<file path="src/sv/md5_pkg.sv">
// md5_pkg: shared types, sequencer states and round tables for the md5 stream hash
// no dependencies; compiled first

package md5_pkg;

	typedef logic [31:0] word_t;
	typedef word_t [3:0] quad_t;

	typedef enum logic [2:0] {
		ST_IDLE,
		ST_PREP,
		ST_ROUND,
		ST_FOLD,
		ST_EMIT
	} state_t;

	typedef struct packed {
		logic load;
		logic step;
	} rnd_ctrl_t;

	typedef struct packed {
		logic active;
		logic mark;
		logic len;
	} pad_t;

	localparam word_t CHAIN_INIT0 = 32'h67452301;
	localparam word_t CHAIN_INIT1 = 32'hefcdab89;
	localparam word_t CHAIN_INIT2 = 32'h98badcfe;
	localparam word_t CHAIN_INIT3 = 32'h10325476;
	localparam logic [7:0] PAD_BYTE = 8'h80;
	localparam logic [3:0] LEN_WORD_LO = 4'd14;
	localparam logic [3:0] LEN_WORD_HI = 4'd15;
	localparam logic [5:0] LAST_BYTE = 6'd63;
	localparam logic [5:0] LAST_ROUND = 6'd63;
	localparam logic [5:0] LEN_FIT_MAX = 6'd55;
	localparam logic [1:0] LAST_WORD = 2'd3;

	function automatic word_t round_const(input logic [5:0] r);
		word_t k;
		case (r)
			6'd0: k = 32'hd76aa478;
			6'd1: k = 32'he8c7b756;
			6'd2: k = 32'h242070db;
			6'd3: k = 32'hc1bdceee;
			6'd4: k = 32'hf57c0faf;
			6'd5: k = 32'h4787c62a;
			6'd6: k = 32'ha8304613;
			6'd7: k = 32'hfd469501;
			6'd8: k = 32'h698098d8;
			6'd9: k = 32'h8b44f7af;
			6'd10: k = 32'hffff5bb1;
			6'd11: k = 32'h895cd7be;
			6'd12: k = 32'h6b901122;
			6'd13: k = 32'hfd987193;
			6'd14: k = 32'ha679438e;
			6'd15: k = 32'h49b40821;
			6'd16: k = 32'hf61e2562;
			6'd17: k = 32'hc040b340;
			6'd18: k = 32'h265e5a51;
			6'd19: k = 32'he9b6c7aa;
			6'd20: k = 32'hd62f105d;
			6'd21: k = 32'h02441453;
			6'd22: k = 32'hd8a1e681;
			6'd23: k = 32'he7d3fbc8;
			6'd24: k = 32'h21e1cde6;
			6'd25: k = 32'hc33707d6;
			6'd26: k = 32'hf4d50d87;
			6'd27: k = 32'h455a14ed;
			6'd28: k = 32'ha9e3e905;
			6'd29: k = 32'hfcefa3f8;
			6'd30: k = 32'h676f02d9;
			6'd31: k = 32'h8d2a4c8a;
			6'd32: k = 32'hfffa3942;
			6'd33: k = 32'h8771f681;
			6'd34: k = 32'h6d9d6122;
			6'd35: k = 32'hfde5380c;
			6'd36: k = 32'ha4beea44;
			6'd37: k = 32'h4bdecfa9;
			6'd38: k = 32'hf6bb4b60;
			6'd39: k = 32'hbebfbc70;
			6'd40: k = 32'h289b7ec6;
			6'd41: k = 32'heaa127fa;
			6'd42: k = 32'hd4ef3085;
			6'd43: k = 32'h04881d05;
			6'd44: k = 32'hd9d4d039;
			6'd45: k = 32'he6db99e5;
			6'd46: k = 32'h1fa27cf8;
			6'd47: k = 32'hc4ac5665;
			6'd48: k = 32'hf4292244;
			6'd49: k = 32'h432aff97;
			6'd50: k = 32'hab9423a7;
			6'd51: k = 32'hfc93a039;
			6'd52: k = 32'h655b59c3;
			6'd53: k = 32'h8f0ccc92;
			6'd54: k = 32'hffeff47d;
			6'd55: k = 32'h85845dd1;
			6'd56: k = 32'h6fa87e4f;
			6'd57: k = 32'hfe2ce6e0;
			6'd58: k = 32'ha3014314;
			6'd59: k = 32'h4e0811a1;
			6'd60: k = 32'hf7537e82;
			6'd61: k = 32'hbd3af235;
			6'd62: k = 32'h2ad7d2bb;
			default: k = 32'heb86d391;
		endcase
		return k;
	endfunction

	function automatic logic [4:0] rot_amount(input logic [5:0] r);
		logic [4:0] s;
		case ({r[5:4], r[1:0]})
			4'd0: s = 5'd7;
			4'd1: s = 5'd12;
			4'd2: s = 5'd17;
			4'd3: s = 5'd22;
			4'd4: s = 5'd5;
			4'd5: s = 5'd9;
			4'd6: s = 5'd14;
			4'd7: s = 5'd20;
			4'd8: s = 5'd4;
			4'd9: s = 5'd11;
			4'd10: s = 5'd16;
			4'd11: s = 5'd23;
			4'd12: s = 5'd6;
			4'd13: s = 5'd10;
			4'd14: s = 5'd15;
			default: s = 5'd21;
		endcase
		return s;
	endfunction

	// message word schedule, all arithmetic mod 16
	function automatic logic [3:0] msg_index(input logic [5:0] r);
		logic [3:0] lo;
		logic [3:0] g;
		lo = r[3:0];
		case (r[5:4])
			2'd0: g = lo;
			2'd1: g = 4'((lo << 2) + lo + 4'd1);
			2'd2: g = 4'((lo << 1) + lo + 4'd5);
			default: g = 4'((lo << 3) - lo);
		endcase
		return g;
	endfunction

	function automatic word_t round_mix(input logic [1:0] grp, input word_t b, input word_t c,
			input word_t d);
		word_t f;
		case (grp)
			2'd0: f = (b & c) | (~b & d);
			2'd1: f = (d & b) | (~d & c);
			2'd2: f = b ^ c ^ d;
			default: f = c ^ (b | ~d);
		endcase
		return f;
	endfunction

	function automatic word_t rotl(input word_t v, input logic [4:0] s);
		logic [63:0] dbl;
		dbl = {v, v} << s;
		return dbl[63:32];
	endfunction

endpackage

</file>
<file path="src/sv/md5_ifs.sv">
// md5_ifs: valid/ready channel interfaces for message bytes and digest words
// no dependencies

interface md5_in_if;
	logic valid;
	logic ready;
	logic action;
	logic [7:0] data_byte;

	modport source (output valid, output action, output data_byte, input ready);
	modport sink (input valid, input action, input data_byte, output ready);
endinterface

interface md5_out_if;
	logic valid;
	logic ready;
	logic [31:0] digest_word;
	logic [1:0] word_index;
	logic last;

	modport source (output valid, output digest_word, output word_index, output last,
		input ready);
	modport sink (input valid, input digest_word, input word_index, input last,
		output ready);
endinterface

</file>
<file path="src/sv/md5_msg_buf.sv">
// md5_msg_buf: 16-word block buffer with byte writes and padding applied on read
// depends on md5_pkg

module md5_msg_buf (
	input  logic            clk,
	input  logic            wr_en,
	input  logic [5:0]      wr_addr,
	input  logic [7:0]      wr_data,
	input  logic [3:0]      rd_idx,
	input  md5_pkg::pad_t   pad,
	input  logic [5:0]      fill,
	input  logic [63:0]     bit_len,
	output md5_pkg::word_t  rd_word
);
	import md5_pkg::*;

	word_t msg_q [16];

	always_ff @(posedge clk) begin
		if (wr_en) begin
			msg_q[wr_addr[5:2]][8*wr_addr[1:0] +: 8] <= wr_data;
		end
	end

	always_comb begin
		logic [5:0] pos;
		word_t w;
		w = msg_q[rd_idx];
		for (int k = 0; k < 4; k++) begin
			pos = {rd_idx, 2'(k)};
			if (pad.active) begin
				if (pad.mark && pos == fill) begin
					w[8*k +: 8] = PAD_BYTE;
				end else if (!pad.mark || pos > fill) begin
					w[8*k +: 8] = 8'h00;
				end
			end
		end
		if (pad.active && pad.len && rd_idx == LEN_WORD_LO) begin
			w = bit_len[31:0];
		end else if (pad.active && pad.len && rd_idx == LEN_WORD_HI) begin
			w = bit_len[63:32];
		end
		rd_word = w;
	end

endmodule

</file>
<file path="src/sv/md5_round_unit.sv">
// md5_round_unit: working registers a..d, round counter and the shared round datapath
// depends on md5_pkg; message words come from md5_msg_buf

module md5_round_unit (
	input  logic              clk,
	input  logic              arst_n,
	input  md5_pkg::rnd_ctrl_t ctrl,
	input  md5_pkg::quad_t    chain,
	input  md5_pkg::word_t    msg_word,
	output logic [3:0]        msg_idx,
	output logic              last_round,
	output md5_pkg::quad_t    work
);
	import md5_pkg::*;

	logic [5:0] rnd_q;
	logic [5:0] rnd_next;
	word_t a_q, b_q, c_q, d_q;
	word_t kw_q;
	word_t t_sum;
	word_t b_new;

	// index of the round whose constant and word are prefetched this cycle
	assign rnd_next = ctrl.load ? 6'd0 : 6'(rnd_q + 6'd1);
	assign msg_idx = msg_index(rnd_next);
	assign last_round = (rnd_q == LAST_ROUND);

	assign t_sum = round_mix(rnd_q[5:4], b_q, c_q, d_q) + a_q + kw_q;
	assign b_new = b_q + rotl(t_sum, rot_amount(rnd_q));

	always_ff @(posedge clk or negedge arst_n) begin
		if (!arst_n) begin
			rnd_q <= '0;
		end else if (ctrl.load || ctrl.step) begin
			rnd_q <= rnd_next;
		end
	end

	always_ff @(posedge clk) begin
		if (ctrl.load) begin
			a_q <= chain[0];
			b_q <= chain[1];
			c_q <= chain[2];
			d_q <= chain[3];
		end else if (ctrl.step) begin
			a_q <= d_q;
			b_q <= b_new;
			c_q <= b_q;
			d_q <= c_q;
		end
		if (ctrl.load || ctrl.step) begin
			kw_q <= round_const(rnd_next) + msg_word;
		end
	end

	assign work[0] = a_q;
	assign work[1] = b_q;
	assign work[2] = c_q;
	assign work[3] = d_q;

endmodule

</file>
<file path="src/sv/md5_stream_hash.sv">
// md5_stream_hash: top level, byte intake, padding sequencer, chaining words, digest output
// depends on md5_pkg, md5_ifs, md5_msg_buf, md5_round_unit
//
//   channel  dir  payload                          beat
//   msg      in   action, data_byte                one byte or one finish
//   digest   out  digest_word, word_index, last    one chaining word, four per finish
//
// the 64th byte of a block starts the block sequence: a prefetch state, 64 rounds
// through the single round unit, then a fold state
// a finish beat runs the same sequence on the padded block, or on two blocks when the length
// spills into a second block, then four digest beats; msg.ready is low throughout
// digest beats hold while digest.ready is low
// reset loads the initial chaining words and clears the fill index and byte count

module md5_stream_hash (
	input  logic       clk,
	input  logic       arst_n,
	md5_in_if.sink     msg,
	md5_out_if.source  digest
);
	import md5_pkg::*;

	state_t     state_q, state_next;
	quad_t      chain_q;
	quad_t      work;
	logic [5:0] fill_q;
	logic [60:0] count_q;
	pad_t       pad_q;
	logic       fin_q;
	logic [1:0] out_idx_q;
	rnd_ctrl_t  ctrl;
	logic [3:0] msg_idx;
	word_t      msg_word;
	logic       last_round;
	logic       in_acc;
	logic       out_acc;

	assign in_acc = msg.valid && msg.ready;
	assign out_acc = digest.valid && digest.ready;

	md5_msg_buf u_buf (
		.clk     (clk),
		.wr_en   (in_acc && !msg.action),
		.wr_addr (fill_q),
		.wr_data (msg.data_byte),
		.rd_idx  (msg_idx),
		.pad     (pad_q),
		.fill    (fill_q),
		.bit_len ({count_q, 3'b000}),
		.rd_word (msg_word)
	);

	md5_round_unit u_round (
		.clk        (clk),
		.arst_n     (arst_n),
		.ctrl       (ctrl),
		.chain      (chain_q),
		.msg_word   (msg_word),
		.msg_idx    (msg_idx),
		.last_round (last_round),
		.work       (work)
	);

	always_comb begin
		state_next = state_q;
		case (state_q)
			ST_IDLE: begin
				if (in_acc && (msg.action || fill_q == LAST_BYTE)) begin
					state_next = ST_PREP;
				end
			end
			ST_PREP: state_next = ST_ROUND;
			ST_ROUND: begin
				if (last_round) begin
					state_next = ST_FOLD;
				end
			end
			ST_FOLD: begin
				if (fin_q && !pad_q.len) begin
					state_next = ST_PREP;
				end else if (fin_q) begin
					state_next = ST_EMIT;
				end else begin
					state_next = ST_IDLE;
				end
			end
			ST_EMIT: begin
				if (out_acc && out_idx_q == LAST_WORD) begin
					state_next = ST_IDLE;
				end
			end
			default: state_next = ST_IDLE;
		endcase
	end

	always_comb begin
		msg.ready = (state_q == ST_IDLE);
		digest.valid = (state_q == ST_EMIT);
		ctrl.load = (state_q == ST_PREP);
		ctrl.step = (state_q == ST_ROUND);
	end

	assign digest.digest_word = chain_q[out_idx_q];
	assign digest.word_index = out_idx_q;
	assign digest.last = (out_idx_q == LAST_WORD);

	always_ff @(posedge clk or negedge arst_n) begin
		if (!arst_n) begin
			state_q   <= ST_IDLE;
			chain_q   <= {CHAIN_INIT3, CHAIN_INIT2, CHAIN_INIT1, CHAIN_INIT0};
			fill_q    <= '0;
			count_q   <= '0;
			pad_q     <= '0;
			fin_q     <= 1'b0;
			out_idx_q <= '0;
		end else begin
			state_q <= state_next;
			case (state_q)
				ST_IDLE: begin
					if (in_acc && !msg.action) begin
						fill_q  <= 6'(fill_q + 6'd1);
						count_q <= 61'(count_q + 61'd1);
					end else if (in_acc) begin
						fin_q        <= 1'b1;
						pad_q.active <= 1'b1;
						pad_q.mark   <= 1'b1;
						pad_q.len    <= (fill_q <= LEN_FIT_MAX);
					end
				end
				ST_FOLD: begin
					for (int i = 0; i < 4; i++) begin
						chain_q[i] <= chain_q[i] + work[i];
					end
					// length did not fit: one more block of zeros and the length
					if (fin_q && !pad_q.len) begin
						pad_q.mark <= 1'b0;
						pad_q.len  <= 1'b1;
					end
				end
				ST_EMIT: begin
					if (out_acc) begin
						out_idx_q <= 2'(out_idx_q + 2'd1);
						if (out_idx_q == LAST_WORD) begin
							chain_q <= {CHAIN_INIT3, CHAIN_INIT2, CHAIN_INIT1, CHAIN_INIT0};
							fill_q  <= '0;
							count_q <= '0;
							pad_q   <= '0;
							fin_q   <= 1'b0;
						end
					end
				end
				default: begin
				end
			endcase
		end
	end

	a_round_to_fold: assert property (@(posedge clk) disable iff (!arst_n)
		(state_q == ST_ROUND && last_round) |=> state_q == ST_FOLD)
		else $error("round sequence did not end in fold");

	a_no_overlap: assert property (@(posedge clk) disable iff (!arst_n)
		msg.ready |-> !digest.valid)
		else $error("input ready while digest beats pending");

	a_digest_done: assert property (@(posedge clk) disable iff (!arst_n)
		(out_acc && digest.last) |=> (msg.ready && fill_q == 6'd0 && count_q == 61'd0))
		else $error("state not cleared after last digest beat");

	a_pad_only_fin: assert property (@(posedge clk) disable iff (!arst_n)
		pad_q.active |-> fin_q)
		else $error("padding active outside a finish");

endmodule
</file>
<file path="src/flat_wrapper.sv">
// flat-port wrapper written by rule: the top's interface ports become plain ports
module md5_stream_hash_flat import md5_pkg::*;
  (clk, arst_n, msg_valid, msg_action, msg_data_byte, msg_ready, digest_valid, digest_digest_word, digest_word_index, digest_last, digest_ready);
  md5_in_if msg_i ();
  md5_out_if digest_i ();
  input  logic clk;
  input  logic arst_n;
  input wire logic [$bits(msg_i.valid)-1:0] msg_valid;
  input wire logic [$bits(msg_i.action)-1:0] msg_action;
  input wire logic [$bits(msg_i.data_byte)-1:0] msg_data_byte;
  output wire logic [$bits(msg_i.ready)-1:0] msg_ready;
  output wire logic [$bits(digest_i.valid)-1:0] digest_valid;
  output wire logic [$bits(digest_i.digest_word)-1:0] digest_digest_word;
  output wire logic [$bits(digest_i.word_index)-1:0] digest_word_index;
  output wire logic [$bits(digest_i.last)-1:0] digest_last;
  input wire logic [$bits(digest_i.ready)-1:0] digest_ready;
  assign msg_i.valid = msg_valid;
  assign msg_i.action = msg_action;
  assign msg_i.data_byte = msg_data_byte;
  assign msg_ready = msg_i.ready;
  assign digest_valid = digest_i.valid;
  assign digest_digest_word = digest_i.digest_word;
  assign digest_word_index = digest_i.word_index;
  assign digest_last = digest_i.last;
  assign digest_i.ready = digest_ready;
  md5_stream_hash u_core (.clk(clk), .arst_n(arst_n), .msg(msg_i), .digest(digest_i));
endmodule
</file>
<file path="config.mk">
export PLATFORM = sky130hd
export DESIGN_NAME = md5_stream_hash_flat
export DESIGN_NICKNAME = d
export VERILOG_FILES = /design/src/sv/md5_pkg.sv /design/src/sv/md5_ifs.sv /design/src/sv/md5_msg_buf.sv /design/src/sv/md5_round_unit.sv /design/src/sv/md5_stream_hash.sv /design/src/flat_wrapper.sv
export SDC_FILE = /design/constraint.sdc
export NUM_CORES = 2
export LEC_CHECK = 0
export ABC_AREA = 1
export BUFFER_PORTS_ARGS = -buffer_cell sky130_fd_sc_hd__buf_2
export CORE_UTILIZATION = 25
export CTS_CLUSTER_SIZE = 24
export DETAILED_ROUTE_END_ITERATION = 12
export GPL_TIMING_DRIVEN = 0
export SETUP_SLACK_MARGIN = 0.5
export SLEW_MARGIN = 30
export SYNTH_ARGS = -nofsm -noshare
export SYNTH_HDL_FRONTEND = slang
export SYNTH_SLANG_ARGS = --single-unit
</file>
<file path="constraint.sdc">
create_clock -name clk -period 7.16 [get_ports clk]
set_input_delay 1.074 -clock clk [delete_from_list [all_inputs] [get_ports clk]]
set_output_delay 1.074 -clock clk [all_outputs]
set_load 0.05 [all_outputs]
</file>
# ---- After elaboration in Yosys (flattened, before gate mapping)
# Memories as Yosys holds them, arrays and structs flattened.
# Cells that the tools add are included.
dict set report classes {
  shift 3
  addsub 18
  n_mux 59
  n_eq_ne 26
  magnitude_cmp 6
  bitwise 12
  reduce_logical 35
}
# op n
set op_table {}
lappend op_table {{$mux 32} 13}
lappend op_table {{$add 32x32->32} 8}
lappend op_table {{$mux 128} 2}
lappend op_table {{$pmux 128 s2} 1}
lappend op_table {{$mux 61} 3}
lappend op_table {{$and 32x32->32} 4}
lappend op_table {{$pmux 61 s2} 1}
lappend op_table {{$mux 8} 12}
lappend op_table {{$or 32x32->32} 3}
lappend op_table {{$pmux 32 s3} 1}
lappend op_table {{$xor 32x32->32} 3}
lappend op_table {{$bmux 32 s2} 1}
lappend op_table {{$not 32->32} 2}
lappend op_table {{$shl 64x5->64} 1}
lappend op_table {{$add 61x1->61 const B} 1}
lappend op_table {{$neg 5->34} 1}
lappend op_table {{$shift 8x34->32 const A} 1}
lappend op_table {{$shiftx 8x34->32} 1}
lappend op_table {{$mux 3} 9}
lappend op_table {{$eq 6x6->1} 4}
lappend op_table {{$gt 6x6->1} 4}
lappend op_table {{$mux 6} 4}
lappend op_table {{$pmux 3 s5} 1}
lappend op_table {{$ne 2x2->1 const B} 7}
lappend op_table {{other kinds (34)} 71}
dict set report word_totals {
  mem_bits_ro 2128
  n_memories 3
  wordCells 180
  ramBits 512
  ff_bits 370
}
# memory words width rd rd_clocked_by_memory_dff write_ports line
set memory_table {}
lappend memory_table {{(name not given)} 64 32 1 0 0 md5_pkg.sv:42} ;# case (r)
lappend memory_table {u_core.u_buf.msg_q 16 32 1 0 1 md5_msg_buf.sv:17} ;# word_t msg_q [16];
lappend memory_table {{(name not given)} 16 5 1 0 0 md5_pkg.sv:113} ;# case ({r[5:4], r[1:0]})

# ---- Depth between registers and ports, before layout
dict set report depth {
  depth_word 13
  ltp_mapped 43
  depth_no_buf 42
}

# ---- Cells and area by module
# From an unflattened synthesis, not the netlist that was laid out.
dict set report unflattened {
  cells_unflattened 8293
  area_unflattened_um2 61197.4
}
# module seq_area_each_um2 cells_per_inst n_inst area_per_inst_um2
set modules_own_cells {}
lappend modules_own_cells {md5_msg_buf 15374.7 1923 1 21740.9}
lappend modules_own_cells {md5_round_unit 4954.8 3103 1 19927.9}
lappend modules_own_cells {md5_stream_hash 5159.9 3267 1 19528.7}

# ---- Worst setup path before layout
# No wires, ideal clock.
dict set report synth_timing {
  path_type {register to register}
  from {reg u_core.u_round.rnd_q[0]}
  to {reg u_core.u_round.kw_q[24] (data pin)}
  required_ps 6902
  path_slack_ps 330
  setup_time_ps 258
  t_arrival_ps 6572
  stages_incl_launch_ff 39
  path_cell_list {dfrtp_1 -> inv_1 -> ha_1 -> inv_1 -> nand2_1 -> inv_1 -> ha_1 -> inv_1 -> fa_1 -> nand2_1 -> nand2_1 -> o21ai_1 -> nor2_2 -> nor2_8 -> buf_2 -> ha_1 -> nand2_1 -> inv_1 -> [3 not listed] -> nand2_1 -> nand2_1 -> inv_1 -> nand2_1 -> a21oi_1 -> ha_1 -> inv_1 -> fa_1 -> nand3b_1 -> nand2_1 -> a21oi_1 -> o21ai_0 -> a21boi_0 -> o21ai_0 -> a21boi_0 -> o21bai_1 -> a21oi_1 -> xnor2_1}
}
dict set report synth_between {
  elab_chain_cells 13
  elab_cells_between_ends 49
  classes_between {add/sub (7); order compare (4); eq/ne (8); mux (17); reduce/logical (11); memory (2)}
}
# item line
set synth_lines {}
lappend synth_lines {{start, declared} md5_round_unit.sv:16} ;# logic [5:0] rnd_q;
lappend synth_lines {{start signal, assigned} md5_round_unit.sv:35} ;# rnd_q <= rnd_next;
lappend synth_lines {{$add 6x1->6 *} md5_round_unit.sv:24} ;# assign rnd_next = ctrl.load ? 6'd0 : 6'(rnd_q + 6'd1);
lappend synth_lines {{$mux 6 *} md5_round_unit.sv:24}
lappend synth_lines {{named net u_core.u_round.rnd_next[1]} md5_round_unit.sv:17} ;# logic [5:0] rnd_next;
lappend synth_lines {{$add 4x4->4 (on tied branches)} {md5_pkg.sv:142, md5_pkg.sv:141}}
lappend synth_lines {{$add 4x3->4 or $add 4x1->4 (tied branches)} {md5_pkg.sv:142, md5_pkg.sv:141}}
lappend synth_lines {{$pmux 4 s3} md5_pkg.sv:139} ;# case (r[5:4])
lappend synth_lines {{$gt 6x6->1} md5_msg_buf.sv:34} ;# end else if (!pad.mark || pos > fill) begin
lappend synth_lines {{$logic_or 1x1->1} md5_msg_buf.sv:34}
lappend synth_lines {{$mux 8} md5_msg_buf.sv:34}
lappend synth_lines {{$mux 8} md5_msg_buf.sv:32} ;# if (pad.mark && pos == fill) begin
lappend synth_lines {{$mux 8} md5_msg_buf.sv:31} ;# if (pad.active) begin
lappend synth_lines {{$mux 32} md5_msg_buf.sv:41} ;# end else if (pad.active && pad.len && rd_idx == LEN_WORD_HI) begin
lappend synth_lines {{$mux 32} md5_msg_buf.sv:39} ;# if (pad.active && pad.len && rd_idx == LEN_WORD_LO) begin
lappend synth_lines {{$add 32x32->32 *} md5_round_unit.sv:52} ;# kw_q <= round_const(rnd_next) + msg_word;
lappend synth_lines {{end signal, assigned} md5_round_unit.sv:52}
lappend synth_lines {{end, declared} md5_round_unit.sv:19} ;# word_t kw_q;
# The timed path passes the listed nets; every way through them passes the cells marked *. The select of a mux whose other input is x is not followed.
# A chain may end at the register's enable or synchronous reset.

# ---- Final worst setup path
dict set report layout_timing {
  from {reg u_core.u_round.rnd_q[0]}
  to {reg u_core.u_round.kw_q[31] (data pin)}
}
dict set report layout_between {
  elab_chain_cells 13
  elab_cells_between_ends 49
  classes_between {add/sub (7); order compare (4); eq/ne (8); mux (17); reduce/logical (11); memory (2)}
}
# item line
set layout_lines {}
lappend layout_lines {{$add 6x1->6 *} md5_round_unit.sv:24}
lappend layout_lines {{$mux 6 *} md5_round_unit.sv:24}
lappend layout_lines {{$add 4x4->4 (on tied branches)} {md5_pkg.sv:142, md5_pkg.sv:141}}
lappend layout_lines {{$add 4x3->4 or $add 4x1->4 (tied branches)} {md5_pkg.sv:142, md5_pkg.sv:141}}
lappend layout_lines {{$pmux 4 s3} md5_pkg.sv:139}
lappend layout_lines {{$gt 6x6->1} md5_msg_buf.sv:34}
lappend layout_lines {{$logic_or 1x1->1} md5_msg_buf.sv:34}
lappend layout_lines {{$mux 8} md5_msg_buf.sv:34}
lappend layout_lines {{$mux 8} md5_msg_buf.sv:32}
lappend layout_lines {{$mux 8} md5_msg_buf.sv:31}
lappend layout_lines {{$mux 32} md5_msg_buf.sv:41}
lappend layout_lines {{$mux 32} md5_msg_buf.sv:39}
lappend layout_lines {{$add 32x32->32 *} md5_round_unit.sv:52}
# Mark *: on every way between the ends. The rest lies on a longest branch, timed or not. The select of a mux whose other input is x is not followed.

==> impl_metrics.csv <==
group,metric,value,unit
placed_design,portBuffers,49,
layout,fillCellCount,23800,
logic_synthesis,ys_seq_area_share,45.1,%
route,drc_errors,0,
timing,worstMarginPinSlew,1.16,ns
layout,regArea,25500,sq um
grt,top_usage_layer,"met2",
logic_synthesis,synth-simple-area-share,22.8,%
layout,multi_input_area,29800,sq um
logic_synthesis,synthesis.area,56500,sq um
cts,numCtsBuffers,101,
route,drt_iter0_drc,7386,
timing,slew_violations,0,
grt,grt_pass1_vias,52100,
logic_synthesis,synth_top_area_share,35.7,%
route,antenna_left,0,
logic_synthesis,synth_xor_area_share,2.12,%
cts,cts_root_buf,"clkbuf_16",
worst_setup_path,path_delay_family,"compound AO/OA/AOI/OAI gates",
logic_synthesis,synth_top_family_by_area,"simple AND/OR/NAND/NOR gates",
logic_synthesis,synth.area.mux_share,0.0531,%
grt,antenna_found_initial,9,
floorplan,die_area,228000,sq um
logic_synthesis,async_reset_ff_share,23.7,%
worst_setup_path,crit_arrival,7.20,ns
worst_setup_path,critical_path_class,"register to register",
floorplan,initial_core_util,25.2,%
worst_setup_path,cp_num_buf_inv,8,
placed_design,gp_congestion,0.993,
route,wire_per_inst,25.9,microns
layout,nets,7469,
logic_synthesis,yosysWarnings,0,
cts,clock_latency,0.77,ns
placed_design,place_hpwl,198000,microns
layout,stdcell_count,10200,
logic_synthesis,ys_seq_elements,881,
timing,rsz0062_at_grt,"true",
timing,skew,0.0992,ns
grt,grt.overflow.total,0,
run_status,status,"completed",
worst_setup_path,endpoint_kind,"register",
logic_synthesis,synth-edff-count,672,
timing,max_freq,0.149,GHz
logic_synthesis,syn-num-nets,7171,
cts,cts_buffer_depth,3,
floorplan,fp.dieW,478,microns
worst_setup_path,ff2ff_setup_slack,0.46,ns
worst_setup_path,critPathMaxFanout,10,
layout,drive_above_1_share,15.3,%
grt,track_usage,22.3,%
worst_setup_path,regToRegEndpoint,"u_core.u_round.kw_q[31]$_DFFE_PP_",
route,viasPerCell,5.38,
route,drt_wl_total,265000,microns
grt,grt_max_degree,76,
logic_synthesis,syn_avg_cell_area,8.23,sq um
route,num_vias,55100,
floorplan,die_y,478,microns
timing,period_share,93.5,%
timing,setup_viol,0,
timing,max-slew-margin-rel,22.7,%
floorplan,io_pins,50,
worst_setup_path,r2r_start,"u_core.u_round.rnd_q[0]$_DFFE_PN0P_",
worst_setup_path,required,7.67,ns
timing,final-hold-violation-count,0,
layout,area_growth,20.6,%
placed_design,place_inst,9929,
route,dr.pass1.iters,7,
min_path,hold_class,"primary input to async pin",
floorplan,core_area,225000,sq um
layout,final_common_cell,"nand2_1",
logic_synthesis,synthTopCellsByArea,"edfxtp_1 (36%), nand2_1 (10%), dfrtp_1 (6.4%)",
grt,use_met2,34.2,%
floorplan,rows,174,
logic_synthesis,synth_compound_area_share,16.1,%
logic_synthesis,synth_top_area_cell,"edfxtp_1",
cts,cts_hold_buf,0,
timing,finalWorstPathRequiredPeriod,6.70,ns
cts,cts_tree,"built",
cts,clk_pin_slew,0.06,ns
grt,met3_usage,4.57,%
grt,use_met1,29.7,%
worst_setup_path,slowest_stage,"o21ai_1",
logic_synthesis,netlist_instances,6870,
logic_synthesis,synthFlopType,"edfxtp_1",
grt,grt_pass1_wl,372000,microns
cts,htreeDepth,3,
job,max_cap_viol_count,0,
worst_setup_path,rr_worst_depth,29,
logic_synthesis,yosysUniqueCellTypes,71,
worst_setup_path,max_stage_delay,0.59,ns
logic_synthesis,synthAdderAreaFrac,6.92,%
layout,final_cell_mix,"nand2_1 (1,486), inv_1 (698), edfxtp_1 (672)",
cts,cts.sinks,881,
worst_setup_path,critPathLaunchType,"register",
[registers in the layout, indices dropped and copies added (netlist names)]
name,cells
u_core.chain_q,128
u_core.count_q,61
u_core.digest.word_index,2
u_core.fill_q,6
u_core.fin_q,1
u_core.pad_q,2
u_core.state_q,3
u_core.u_buf.msg_q,512
u_core.u_round.a_q,32
u_core.u_round.b_q,32
u_core.u_round.c_q,32
u_core.u_round.d_q,32
u_core.u_round.kw_q,32
u_core.u_round.rnd_q,6
[metrics by stage]
step | setup slack (ns) | hold WS (ns) | cell area [sq um] | setup TNS, ns | util, %
3_5_place_dp | -2.83 | 0.489 | 61000 | -100.26 | 27.2
3_3_place_gp | -2.88 | 0.486 | 60500 | -356.51 | 26.9
6_report | 0.464 | 0.158 | 68200 | 0 | 30.3
5_1_grt | 0.305 | 0.149 | 68200 | 0 | 30.3
4_1_cts | 0.493 | 0.128 | 66400 | 0 | 29.5
2_1_floorplan | 0.500 | 0.455 | 56500 | 0 | -
[worst max-delay path by stage]
stage | from | cells past startpoint | to | slack, ns
2_1_floorplan | u_core.u_round.rnd_q[0]$_DFFE_PN0P_ | 38 | u_core.u_round.kw_q[24]$_DFFE_PP_ | 0.50
3_3_place_gp | u_core.u_round.rnd_q[0]$_DFFE_PN0P_ | 35 | u_core.u_round.kw_q[24]$_DFFE_PP_ | -2.88
3_5_place_dp | u_core.u_round.rnd_q[0]$_DFFE_PN0P_ | 37 | u_core.u_round.kw_q[24]$_DFFE_PP_ | -2.83
4_1_cts | u_core.u_round.rnd_q[4]$_DFFE_PN0P_ | 38 | u_core.u_round.b_q[26]$_DFFE_PP_ | 0.49
5_1_grt | u_core.u_round.rnd_q[0]$_DFFE_PN0P_ | 39 | u_core.u_round.kw_q[31]$_DFFE_PP_ | 0.31
6_report | u_core.u_round.rnd_q[0]$_DFFE_PN0P_ | 29 | u_core.u_round.kw_q[31]$_DFFE_PP_ | 0.46
[timing repair]
item / 4_1_cts / 5_1_grt
setup buffers: 73 / 52
setup endpoints to repair: 64 / 44
pin swaps: 99 / 172
gates resized for setup: 307 / 300
cloned: 0 / 2
[worst reg2reg max path: cells and delay by family, from the launching register on]
kind / cells / cell delay (ns)
compound gates: 7 / 1.95
xor+xnor: 1 / 0.16
fa+ha+maj: 3 / 0.95
buf+inv: 8 / 1.67
flops: 1 / 0.41
simple gates: 10 / 1.32
[final cells by class]
cell class                 instances  share of cell area [%]
multi-input combinational       5008                    43.6
sequential                       881                    37.4
tap                             2992                    5.49
inverter                         734                    4.12
clock buffer                     128                    3.88
timing repair buffer             195                    2.41
buffer                           247                    1.88
clock inverter                    62                    1.18
antenna                            2                 0.00734
[metal layers]
metal,up-vias,part of all wire (%),wire [microns]
met3,667,10,26500
met4,14,5.9,15600
li1,24500,-,-
met1,26700,41,108000
met5,-,0.052,137
met2,3209,43,115000
[synthesized netlist by cell type (16+ instances only)]
cell         n
ha_1       247
or2_2       28
a21oi_1    486
o221ai_1   109
dfrtp_1    145
xnor2_1     60
nor2_2      16
xor2_1      77
a32oi_1     21
buf_4       18
inv_2       17
nor4_1      17
nor2_1     597
a31oi_1     56
buf_2       54
edfxtp_1   672
nand4_1     74
o22ai_1    111
nand2_1   1580
nand3_1    525
fa_1        41
o211ai_1    33
clkbuf_1   152
dfstp_2     64
o21bai_1    24
a21o_1      21
a221oi_1    26
o21ai_0    549
o21a_1      26
nor3_1     125
inv_1      713
[logic make-up after synthesis]
| group | Yosys count |
|---|---|
| buffers and inverters | 981 |
| DFF | 881 |
| and+or+nand+nor | 3026 |
| xor gates and xnor gates | 137 |
| adders and majority gates | 288 |
| AOI/OAI and AO/OA | 1554 |
| muxes | 3 |
Power is not shown: default switching activity piles up to over one toggle a cycle in this logic, so the estimate is an artifact.
